## config.mk

```make
export PLATFORM = sky130hd
export DESIGN_NAME = driving_mode_supervisor_core_flat
export DESIGN_NICKNAME = d
export VERILOG_FILES = /design/src/rtl/dms_pkg.sv /design/src/rtl/dms_if.sv /design/src/rtl/driving_mode_supervisor_core.sv /design/src/rtl/dms_next_state.sv /design/src/flat_wrapper.sv
export SDC_FILE = /design/constraint.sdc
export NUM_CORES = 1
export LEC_CHECK = 0
export BUFFER_PORTS_ARGS = -buffer_cell sky130_fd_sc_hd__buf_2
export CAP_MARGIN = 10
export CORE_MARGIN = 2
export CORE_UTILIZATION = 55
export DETAILED_ROUTE_END_ITERATION = 10
export MAX_ROUTING_LAYER = met4
export PLACE_DENSITY = 0.86
export SLEW_MARGIN = 40
export SYNTH_ARGS = -nofsm -noshare
export SYNTH_HDL_FRONTEND = slang
export SYNTH_SLANG_ARGS = --single-unit
```

## constraint.sdc

```tcl
create_clock -name clk -period 6.2 [get_ports clk]
set_input_delay 0.93 -clock clk [delete_from_list [all_inputs] [get_ports clk]]
set_output_delay 0.93 -clock clk [all_outputs]
set_load 0.02 [all_outputs]
```

## src/rtl/dms_pkg.sv

```systemverilog
// Shared types, codes and helpers for the driving mode supervisor.
`default_nettype none
package dms_pkg;

	localparam int unsigned OPCODE_W       = 3;
	localparam int unsigned MODE_W         = 4;
	localparam int unsigned TICKS_W        = 8;
	localparam logic [TICKS_W-1:0] SELF_TEST_MIN_TICKS_RST = 8'd10;
	localparam logic [TICKS_W-1:0] TICKS_MAX               = 8'hFF;

	typedef enum logic [OPCODE_W-1:0] {
		OP_TICK    = 3'd0,
		OP_IGN_ON  = 3'd1,
		OP_IGN_OFF = 3'd2,
		OP_ENGAGE  = 3'd3,
		OP_DISENG  = 3'd4
	} opcode_t;

	typedef enum logic [MODE_W-1:0] {
		MODE_OFF      = 4'd0,
		MODE_SELFTEST = 4'd1,
		MODE_STANDBY  = 4'd2,
		MODE_ACTIVE   = 4'd3,
		MODE_DEGRADED = 4'd4,
		MODE_SAFESTOP = 4'd5,
		MODE_MINRISK  = 4'd6,
		MODE_PULLOVER = 4'd7,
		MODE_FAULT    = 4'd8
	} mode_t;

	// One event as it sits in the input stage.
	typedef struct packed {
		logic [OPCODE_W-1:0] opcode;
		logic                self_test_passed;
		logic                domain_valid;
		logic                critical_fault;
		logic                major_fault;
		logic                emergency_stop;
		logic                pullover_done;
	} evt_t;

	// Supervisor state carried between events.
	typedef struct packed {
		logic [MODE_W-1:0]  mode;
		logic [TICKS_W-1:0] ticks;
		logic               engage;
	} sup_state_t;

	function automatic logic is_safe_mode(input logic [MODE_W-1:0] m);
		return (m == MODE_OFF) || (m == MODE_SAFESTOP) || (m == MODE_FAULT);
	endfunction

endpackage
`default_nettype wire

```

## src/rtl/dms_if.sv

```systemverilog
// Valid/ready channel interfaces for events and results.
`default_nettype none
interface dms_in_if;
	import dms_pkg::*;
	logic                valid;
	logic                ready;
	logic [OPCODE_W-1:0] opcode;
	logic                self_test_passed;
	logic                domain_valid;
	logic                critical_fault;
	logic                major_fault;
	logic                emergency_stop;
	logic                pullover_done;

	modport source (output valid, output opcode, output self_test_passed,
		output domain_valid, output critical_fault, output major_fault,
		output emergency_stop, output pullover_done, input ready);
	modport sink (input valid, input opcode, input self_test_passed,
		input domain_valid, input critical_fault, input major_fault,
		input emergency_stop, input pullover_done, output ready);
endinterface

interface dms_out_if;
	import dms_pkg::*;
	logic              valid;
	logic              ready;
	logic [MODE_W-1:0] mode;
	logic              in_safe_mode;
	logic              engage_pending;

	modport source (output valid, output mode, output in_safe_mode,
		output engage_pending, input ready);
	modport sink (input valid, input mode, input in_safe_mode,
		input engage_pending, output ready);
endinterface
`default_nettype wire

```

## src/rtl/driving_mode_supervisor_core.sv

```systemverilog
// Top level of the driving mode supervisor: input stage, decode, result register.
//
//   Channel   Dir   Handshake       Beat payload
//   evt       in    valid/ready     opcode and six condition flags
//   res       out   valid/ready     mode, in_safe_mode, engage_pending
//   cfg       in    cfg_wr_en       self_test_min_ticks (8 bits)
//
// One beat is accepted per cycle unless the sink stalls the result; a taken
// beat passes from the input stage to the result register and is presented there.
// The input stage and the result register form a two-deep pipeline; the
// supervisor state is updated in the same cycle the result is registered.
// When the result is held by the sink, a full input stage holds its beat and
// takes a new one only as the stalled result leaves. Reset empties both stages,
// sets the mode to off and the minimum self-test length to ten ticks.
`default_nettype none
module driving_mode_supervisor_core
	import dms_pkg::*;
(
	input  logic               clk,
	input  logic               arst_n,
	input  logic               cfg_wr_en,
	input  logic [TICKS_W-1:0] cfg_wr_data,
	dms_in_if.sink             evt,
	dms_out_if.source          res
);

	evt_t               evt_s1;
	logic               valid_s1;
	sup_state_t         state_q;
	sup_state_t         state_nxt;
	logic [TICKS_W-1:0] min_ticks_q;
	logic               valid_s2;
	logic [MODE_W-1:0]  mode_s2;
	logic               safe_s2;
	logic               engage_s2;
	logic               advance;

	assign advance   = valid_s1 && (!valid_s2 || res.ready);
	assign evt.ready = !valid_s1 || advance;

	always_ff @(posedge clk or negedge arst_n) begin
		if (!arst_n) begin
			min_ticks_q <= SELF_TEST_MIN_TICKS_RST;
		end else if (cfg_wr_en) begin
			min_ticks_q <= cfg_wr_data;
		end
	end

	always_ff @(posedge clk or negedge arst_n) begin
		if (!arst_n) begin
			valid_s1 <= 1'b0;
		end else if (evt.ready) begin
			valid_s1 <= evt.valid;
		end
	end

	always_ff @(posedge clk) begin
		if (evt.ready && evt.valid) begin
			evt_s1 <= '{opcode: evt.opcode, self_test_passed: evt.self_test_passed,
				domain_valid: evt.domain_valid, critical_fault: evt.critical_fault,
				major_fault: evt.major_fault, emergency_stop: evt.emergency_stop,
				pullover_done: evt.pullover_done};
		end
	end

	dms_next_state u_next (
		.evt       (evt_s1),
		.cur       (state_q),
		.min_ticks (min_ticks_q),
		.nxt       (state_nxt)
	);

	always_ff @(posedge clk or negedge arst_n) begin
		if (!arst_n) begin
			state_q <= '{mode: MODE_OFF, ticks: '0, engage: 1'b0};
		end else if (advance) begin
			state_q <= state_nxt;
		end
	end

	always_ff @(posedge clk or negedge arst_n) begin
		if (!arst_n) begin
			valid_s2 <= 1'b0;
		end else if (advance) begin
			valid_s2 <= 1'b1;
		end else if (res.ready) begin
			valid_s2 <= 1'b0;
		end
	end

	always_ff @(posedge clk) begin
		if (advance) begin
			mode_s2   <= state_nxt.mode;
			safe_s2   <= is_safe_mode(state_nxt.mode);
			engage_s2 <= state_nxt.engage;
		end
	end

	assign res.valid          = valid_s2;
	assign res.mode           = mode_s2;
	assign res.in_safe_mode   = safe_s2;
	assign res.engage_pending = engage_s2;

endmodule
`default_nettype wire

```

## src/rtl/dms_next_state.sv

```systemverilog
// Next-state decode of the supervisor for one event.
`default_nettype none
module dms_next_state
	import dms_pkg::*;
(
	input  evt_t               evt,
	input  sup_state_t         cur,
	input  logic [TICKS_W-1:0] min_ticks,
	output sup_state_t         nxt
);

	logic [TICKS_W-1:0] ticks_inc;
	logic               crit_or_stop;
	logic               domain_lost;

	assign ticks_inc    = (cur.ticks == TICKS_MAX) ? cur.ticks : cur.ticks + 8'd1;
	assign crit_or_stop = evt.critical_fault | evt.emergency_stop;
	assign domain_lost  = ~evt.domain_valid | evt.major_fault;

	always_comb begin
		nxt = cur;
		case (opcode_t'(evt.opcode))
			OP_TICK: begin
				case (mode_t'(cur.mode))
					MODE_SELFTEST: begin
						nxt.ticks = ticks_inc;
						if (evt.critical_fault) begin
							nxt.mode = MODE_FAULT;
						end else if (ticks_inc >= min_ticks && evt.self_test_passed) begin
							nxt.mode = MODE_STANDBY;
						end
					end
					MODE_STANDBY: begin
						if (evt.critical_fault) begin
							nxt.mode = MODE_FAULT;
						end else if (cur.engage && evt.domain_valid && !evt.major_fault) begin
							nxt.mode   = MODE_ACTIVE;
							nxt.engage = 1'b0;
						end else if (cur.engage && evt.major_fault) begin
							nxt.mode = MODE_DEGRADED;
						end
					end
					MODE_ACTIVE: begin
						if (crit_or_stop) begin
							nxt.mode = MODE_SAFESTOP;
						end else if (domain_lost) begin
							nxt.mode = MODE_MINRISK;
						end
					end
					MODE_DEGRADED: begin
						if (crit_or_stop) begin
							nxt.mode = MODE_SAFESTOP;
						end else if (domain_lost) begin
							nxt.mode = MODE_MINRISK;
						end else if (cur.engage) begin
							nxt.mode = MODE_ACTIVE;
						end
					end
					MODE_MINRISK: begin
						if (crit_or_stop || evt.pullover_done) begin
							nxt.mode = MODE_SAFESTOP;
						end
					end
					MODE_PULLOVER: begin
						if (evt.pullover_done) begin
							nxt.mode = MODE_SAFESTOP;
						end
					end
					default: begin
						nxt.mode = cur.mode;
					end
				endcase
			end
			OP_IGN_ON: begin
				if (cur.mode == MODE_OFF) begin
					nxt.mode  = MODE_SELFTEST;
					nxt.ticks = '0;
				end
			end
			OP_IGN_OFF: begin
				nxt.mode   = MODE_OFF;
				nxt.engage = 1'b0;
			end
			OP_ENGAGE: begin
				if (cur.mode == MODE_STANDBY || cur.mode == MODE_DEGRADED) begin
					nxt.engage = 1'b1;
				end
			end
			OP_DISENG: begin
				if (cur.mode == MODE_ACTIVE || cur.mode == MODE_DEGRADED) begin
					nxt.mode   = MODE_STANDBY;
					nxt.engage = 1'b0;
				end
			end
			default: begin
				nxt = cur;
			end
		endcase
	end

endmodule
`default_nettype wire

```

## src/flat_wrapper.sv

```systemverilog
// flat-port wrapper written by rule: the top's interface ports become plain ports
module driving_mode_supervisor_core_flat import dms_pkg::*;
  (clk, arst_n, cfg_wr_en, cfg_wr_data, evt_valid, evt_opcode, evt_self_test_passed, evt_domain_valid, evt_critical_fault, evt_major_fault, evt_emergency_stop, evt_pullover_done, evt_ready, res_valid, res_mode, res_in_safe_mode, res_engage_pending, res_ready);
  dms_in_if evt_i ();
  dms_out_if res_i ();
  input  logic clk;
  input  logic arst_n;
  input  logic cfg_wr_en;
  input  logic [TICKS_W-1:0] cfg_wr_data;
  input wire logic [$bits(evt_i.valid)-1:0] evt_valid;
  input wire logic [$bits(evt_i.opcode)-1:0] evt_opcode;
  input wire logic [$bits(evt_i.self_test_passed)-1:0] evt_self_test_passed;
  input wire logic [$bits(evt_i.domain_valid)-1:0] evt_domain_valid;
  input wire logic [$bits(evt_i.critical_fault)-1:0] evt_critical_fault;
  input wire logic [$bits(evt_i.major_fault)-1:0] evt_major_fault;
  input wire logic [$bits(evt_i.emergency_stop)-1:0] evt_emergency_stop;
  input wire logic [$bits(evt_i.pullover_done)-1:0] evt_pullover_done;
  output wire logic [$bits(evt_i.ready)-1:0] evt_ready;
  output wire logic [$bits(res_i.valid)-1:0] res_valid;
  output wire logic [$bits(res_i.mode)-1:0] res_mode;
  output wire logic [$bits(res_i.in_safe_mode)-1:0] res_in_safe_mode;
  output wire logic [$bits(res_i.engage_pending)-1:0] res_engage_pending;
  input wire logic [$bits(res_i.ready)-1:0] res_ready;
  assign evt_i.valid = evt_valid;
  assign evt_i.opcode = evt_opcode;
  assign evt_i.self_test_passed = evt_self_test_passed;
  assign evt_i.domain_valid = evt_domain_valid;
  assign evt_i.critical_fault = evt_critical_fault;
  assign evt_i.major_fault = evt_major_fault;
  assign evt_i.emergency_stop = evt_emergency_stop;
  assign evt_i.pullover_done = evt_pullover_done;
  assign evt_ready = evt_i.ready;
  assign res_valid = res_i.valid;
  assign res_mode = res_i.mode;
  assign res_in_safe_mode = res_i.in_safe_mode;
  assign res_engage_pending = res_i.engage_pending;
  assign res_i.ready = res_ready;
  driving_mode_supervisor_core u_core (.clk(clk), .arst_n(arst_n), .cfg_wr_en(cfg_wr_en), .cfg_wr_data(cfg_wr_data), .evt(evt_i), .res(res_i));
endmodule
```

### Word-level counts from Yosys, hierarchy flattened

Cells that the tools add are included.

* register bits: 38
* input port bits: 22
* output and inout port bits: 8
* logic and storage cells: 85

* add/subtract/negate cells: 1
* $lt $le $gt $ge: 1
* equality and inequality tests: 15
* multiplexer cells: 27
* bitwise operators: 3
* reductions and logical operators: 22

Operator list (number)
* 2-to-1 mux 4 bit: 13
* one-hot mux 4 bit (6 select lines): 1
* == test 4 x 3 -> 1 bit, second input constant: 4
* 2-to-1 mux 8 bit: 2
* one-hot mux 4 bit (4 select lines): 1
* one-hot mux 8 bit (2 select lines): 1
* 2-to-1 mux 12 bit: 1
* adder 8 x 1 -> 8 bit, second input constant: 1
* == test 4 x 2 -> 1 bit, second input constant: 2
* == test 8 bit, second input constant: 1
* >= comparator 8 bit: 1
* logical NOT 4 bit: 2
* logical OR 1 bit: 7
* 2-to-1 mux 1 bit: 7
* == test 3 x 2 -> 1 bit, second input constant: 2
* logical AND 1 bit: 6
* == test 4 x 1 -> 1 bit, second input constant: 1
* == test 4 bit, second input constant: 1
* one-hot mux 1 bit (4 select lines): 1
* AND reduction 4 bit: 1
* nonzero test 2 bit: 2
* == test 3 x 1 -> 1 bit, second input constant: 1
* == test 3 bit, second input constant: 1
* logical NOT 1 bit: 3
* other kinds (5): 6

### Depth between registers and ports, before layout

* depth in word-level cells: 11
* gate-level depth with buffers: 13
* mapped depth without buffers: 12

### Cells and area by module

A second synthesis with hierarchy kept.

* cells, all modules: 230
* area, all modules: 2417.3 um2

Modules (own cells, without submodules)
* driving_mode_supervisor_core: times used 1, cells an instance 72, area an instance 1398.8 um2, seq. area each 1028.5 um2
* dms_next_state: times used 1, cells an instance 158, area an instance 1018.5 um2, seq. area each 0.0 um2

### Least setup slack after synthesis

OpenSTA, ideal clock, no wires.

* path kind: register -> register
* from: reg u_core.state_q[4] in the netlist's numbering
* to: reg u_core.mode_s2[1] (netlist: u_core.res.mode[1]) (data pin)
* setup time: 263 ps
* arrival: 2467 ps
* slack: 3469 ps
* stages on the path, launching flop included: 12
* path buffers: 1
* period minus slack after synthesis: 2731 ps
* cells stage by stage: dfrtp_1 buf_2 nand3_1 nor2_1 nand4_1 xnor2_1 ha_1 nand2b_1 a2111o_1 a31oi_1 o2bb2ai_1 o31a_1

RTL lines
* from (decl): RTL line driving_mode_supervisor_core.sv:29 `sup_state_t state_q;`
* from (signal assigned): RTL line driving_mode_supervisor_core.sv:75 `state_q <= '{mode: MODE_OFF, ticks: '0, engage: 1'b0};`
* from (signal assigned): RTL line driving_mode_supervisor_core.sv:77 `state_q <= state_nxt;`
* to (signal assigned): RTL line driving_mode_supervisor_core.sv:93 `mode_s2 <= state_nxt.mode;`
* to (decl): RTL line driving_mode_supervisor_core.sv:33 `logic [MODE_W-1:0] mode_s2;`

### Final worst setup path

* from: reg u_core.state_q[5] in the netlist's numbering
* to: reg u_core.safe_s2 (netlist: u_core.res.in_safe_mode) (data pin)

* cells in the longest elaborated chain, start to end: 11
* elaborated cells on any way between the ends: 14
* classes of those cells: add/sub: 1; order compare: 1; eq/ne: 3; mux: 5; reduce/logical: 4

RTL lines
* adder 8 x 1 -> 8 bit or == test 8 bit (tied branches): RTL line dms_next_state.sv:16 `assign ticks_inc = (cur.ticks == TICKS_MAX) ? cur.ticks : cur.ticks + 8'd1;`
* 2-to-1 mux 8 bit *: RTL line dms_next_state.sv:16
* >= comparator 8 bit *: RTL line dms_next_state.sv:29 `end else if (ticks_inc >= min_ticks && evt.self_test_passed) begin`
* logical AND 1 bit *: RTL line dms_next_state.sv:29
* 2-to-1 mux 4 bit *: RTL line dms_next_state.sv:29
* 2-to-1 mux 4 bit *: RTL line dms_next_state.sv:27 `if (evt.critical_fault) begin`
* one-hot mux 4 bit (6 select lines) *: RTL line dms_next_state.sv:24 `case (mode_t'(cur.mode))`
* one-hot mux 4 bit (4 select lines) *: RTL line dms_next_state.sv:22 `case (opcode_t'(evt.opcode))`
* == test 4 x 3 -> 1 bit or logical NOT 4 bit (tied branches): RTL line dms_pkg.sv:50 `return (m == MODE_OFF) || (m == MODE_SAFESTOP) || (m == MODE_FAULT);`
* logical OR 1 bit: RTL line dms_pkg.sv:50
* logical OR 1 bit *: RTL line dms_pkg.sv:50
* to (signal assigned): RTL line driving_mode_supervisor_core.sv:94 `safe_s2 <= is_safe_mode(state_nxt.mode);`
* to (decl): RTL line driving_mode_supervisor_core.sv:34 `logic safe_s2;`

Every way passes the cells marked *; elsewhere a longest branch is shown, timed or not.
A chain may end at the register's enable or synchronous reset.

==> impl_metrics.json <==
{
  "status": "finished, final reports clean",
  "dp.cells": 314,
  "viasPerCell": 6.065,
  "ctsResizeCount": 0,
  "start_util_pct": 57.80,
  "ys.flop_type": "dfrtp_1",
  "antenna_cells": 0,
  "holdBufCountCts": 0,
  "nets": 302,
  "die_h_um": 69.07,
  "cts_root_buffer": "clkbuf_8",
  "drive_gt1_share_pct": 20.96,
  "power.density_nw_per_um2": 362.1,
  "final_util_pct": 64.35,
  "grt_use_total_pct": 21.55,
  "die-area_um2": 4770,
  "clock_latency_ns": 0.30,
  "grt_pass1_vias": 1740,
  "final.min_clock_period_ns": 3.164,
  "drtIter0Drc": 122,
  "dpl-instance-area_um2": 2465,
  "async_flop_share_pct": 60.53,
  "synthCells": 249,
  "post-route-period-util_pct": 51.02,
  "firstDrtPassIters": 5,
  "drv_slew": 0,
  "die_x_um": 69.07,
  "slew_headroom_pct": 50.10,
  "clock-sinks": 38,
  "drt-total-wl_mm": 4.747,
  "tns_ns": 0,
  "cts_setup_buffers": 0,
  "synth_seq_cells": 38,
  "grt_max_degree": 25,
  "synthDistinctLibCells": 60,
  "path_class": "reg2reg",
  "hold_viol": 0,
  "antenna_found_initial": 0,
  "core_um2": 4029,
  "worstSetupStartpointType": "flop",
  "synth_nets": 280,
  "dp_hpwl_mm": 3.419,
  "wl_per_cell_um": 14.74,
  "rsz0062_at_grt": "false",
  "cp_max_fo": 6,
  "synth_warnings": 0,
  "synth_edf_count": 15,
  "seq_area_um2": 1028,
  "crit_path_end_kind": "flop",
  "drc": 0,
  "total_power_uw": 938.7,
  "gp_congestion": 0.9752,
  "antenna_left": 0,
  "syn_area_um2": 2328,
  "multiInputGateArea_um2": 1169,
  "synth_seq_area_share_pct": 44.17,
  "postSynthAreaPerCell_um2": 9.351,
  "cellLeakagePower_uw": 0.001110,
  "cts_buffer_depth": 2,
  "timing.fmax_mhz": 316.1,
  "clock_skew_ns": 0.008298,
  "io_pins": 30,
  "htreeDepth": 2,
  "finalSetupViolations": 0,
  "cts_buffers": 5,
  "final_cell_area_um2": 2592,
  "io_buffers": 29,
  "overflow": 0,
  "worstMarginPinSlew_ns": 0.7485,
  "worst_ir_drop_vdd_v": 0.0002076,
  "crit_required_ns": 6.35,
  "holdCritPathClass": "reg2reg",
  "arrival_ns": 3.31,
  "core.rowCount": 23,
  "cts.reportedPaths.clkPinSlew_ns": 0.08,
  "grt_first_pass_wirelength_mm": 8.100,
  "drv_cap": 0,
  "fillers": 337,
  "cts_tree": "built",
  "syn2layout_area_growth_pct": 11.34,
  "stdcell_count": 322,
  "num_vias": 1953
}
final cells by class:
| type | instances | area share (%) |
|---|---|---|
| Clock buffer | 7 | 4.585 |
| Clock inverter | 1 | 0.3378 |
| Inverter | 16 | 2.317 |
| Multi-Input combinational cell | 181 | 45.08 |
| Sequential cell | 38 | 39.67 |
| Tap cell | 50 | 2.413 |
| Timing Repair Buffer | 29 | 5.598 |
cell families after synthesis:
logic type	after synthesis	share of synthesized area, %
AO/OA/AOI/OAI	74	21.33
XOR/XNOR	7	2.633
adder cells (fa/ha/maj)	9	4.836
buffers and inverters	30	5.857
flip-flops	38	44.17
multiplexers	4	2.042
AND/OR/NAND/NOR	87	19.13
metrics by stage:
stage	hold slack, ns	worst slack, ns
2_1_floorplan	0.4569	3.469
6_report	0.4853	3.037
3_3_place_gp	0.4783	3.319
5_1_grt	0.5313	2.789
4_1_cts	0.4919	3.092
3_5_place_dp	0.4863	3.179
cells in the mapped netlist, drive strengths merged, types with 6 or more instances:
cell type | n | area (um2)
ha | 9 | 112.6
a31oi | 11 | 75.07
nor2 | 27 | 113.9
edfxtp | 15 | 450.4
buf | 10 | 61.30
dfrtp | 21 | 525.5
nand2b | 7 | 43.79
nor3 | 6 | 30.03
a21oi | 12 | 60.06
nand2 | 25 | 93.84
inv | 16 | 60.06
o21ai | 25 | 128.9
cells in the final DEF, fill, tap and decap left out, types with 9 or more instances in the layout:
cell type | Yosys | layout
buf_2 | 7 | 29
nor2_1 | 24 | 24
dfrtp_1 | 21 | 21
nand2_1 | 25 | 25
inv_1 | 16 | 16
a31oi_1 | 10 | 10
ha_1 | 9 | 9
a21oi_1 | 12 | 12
edfxtp_1 | 15 | 15
o21ai_0 | 22 | 22
worst max-delay path: stages (launching register included):
cell	delay [ns]
dfrtp_1	0.47
nand3_1	0.15
nor2_1	0.19
nand4_1	0.24
xnor2_1	0.25
ha_1	0.25
nand2b_1	0.13
a2111o_1	0.39
a31oi_1	0.33
a211oi_2	0.17
a211o_1	0.29
a21oi_1	0.13
path summary, 6_finish.rpt:
path / startpoint / end / slack, ns / cells after the start
min reg2reg: u_core.valid_s1 / u_core.res.valid / 0.49 / 1
min: u_core.valid_s1 / u_core.res.valid / 0.49 / 1
min in group asynchronous: arst_n / u_core.min_ticks_q[7] / 0.58 / 1
max in group asynchronous: arst_n / u_core.min_ticks_q[1] / 5.27 / 1
max: u_core.state_q[5] / u_core.res.in_safe_mode / 3.04 / 11
max reg2reg: u_core.state_q[5] / u_core.res.in_safe_mode / 3.04 / 11
report_power, final:
part / leakage, uW / internal [uW] / switching [uW] / total, uW
Sequential: 0.000436 / 309 / 86.2 / 395
Clock: 0.0000647 / 129 / 92.4 / 221
Combinational: 0.000610 / 146 / 176 / 322
state kept, by name, summed over array words and instances (netlist names):
name                       flops
u_core.evt_s1                  9
u_core.min_ticks_q             8
u_core.res.engage_pending      1
u_core.res.in_safe_mode        1
u_core.res.mode                4
u_core.res.valid               1
u_core.state_q                13
u_core.valid_s1                1
layer usage:
layer | track usage, % | wire (um)
met2 | 32.26 | 2166
met3 | 4.678 | 399
met4 | 6.972 | 76
met1 | 29.36 | 2104
met5 | - | 0
Power figures use the tool's default switching activity.
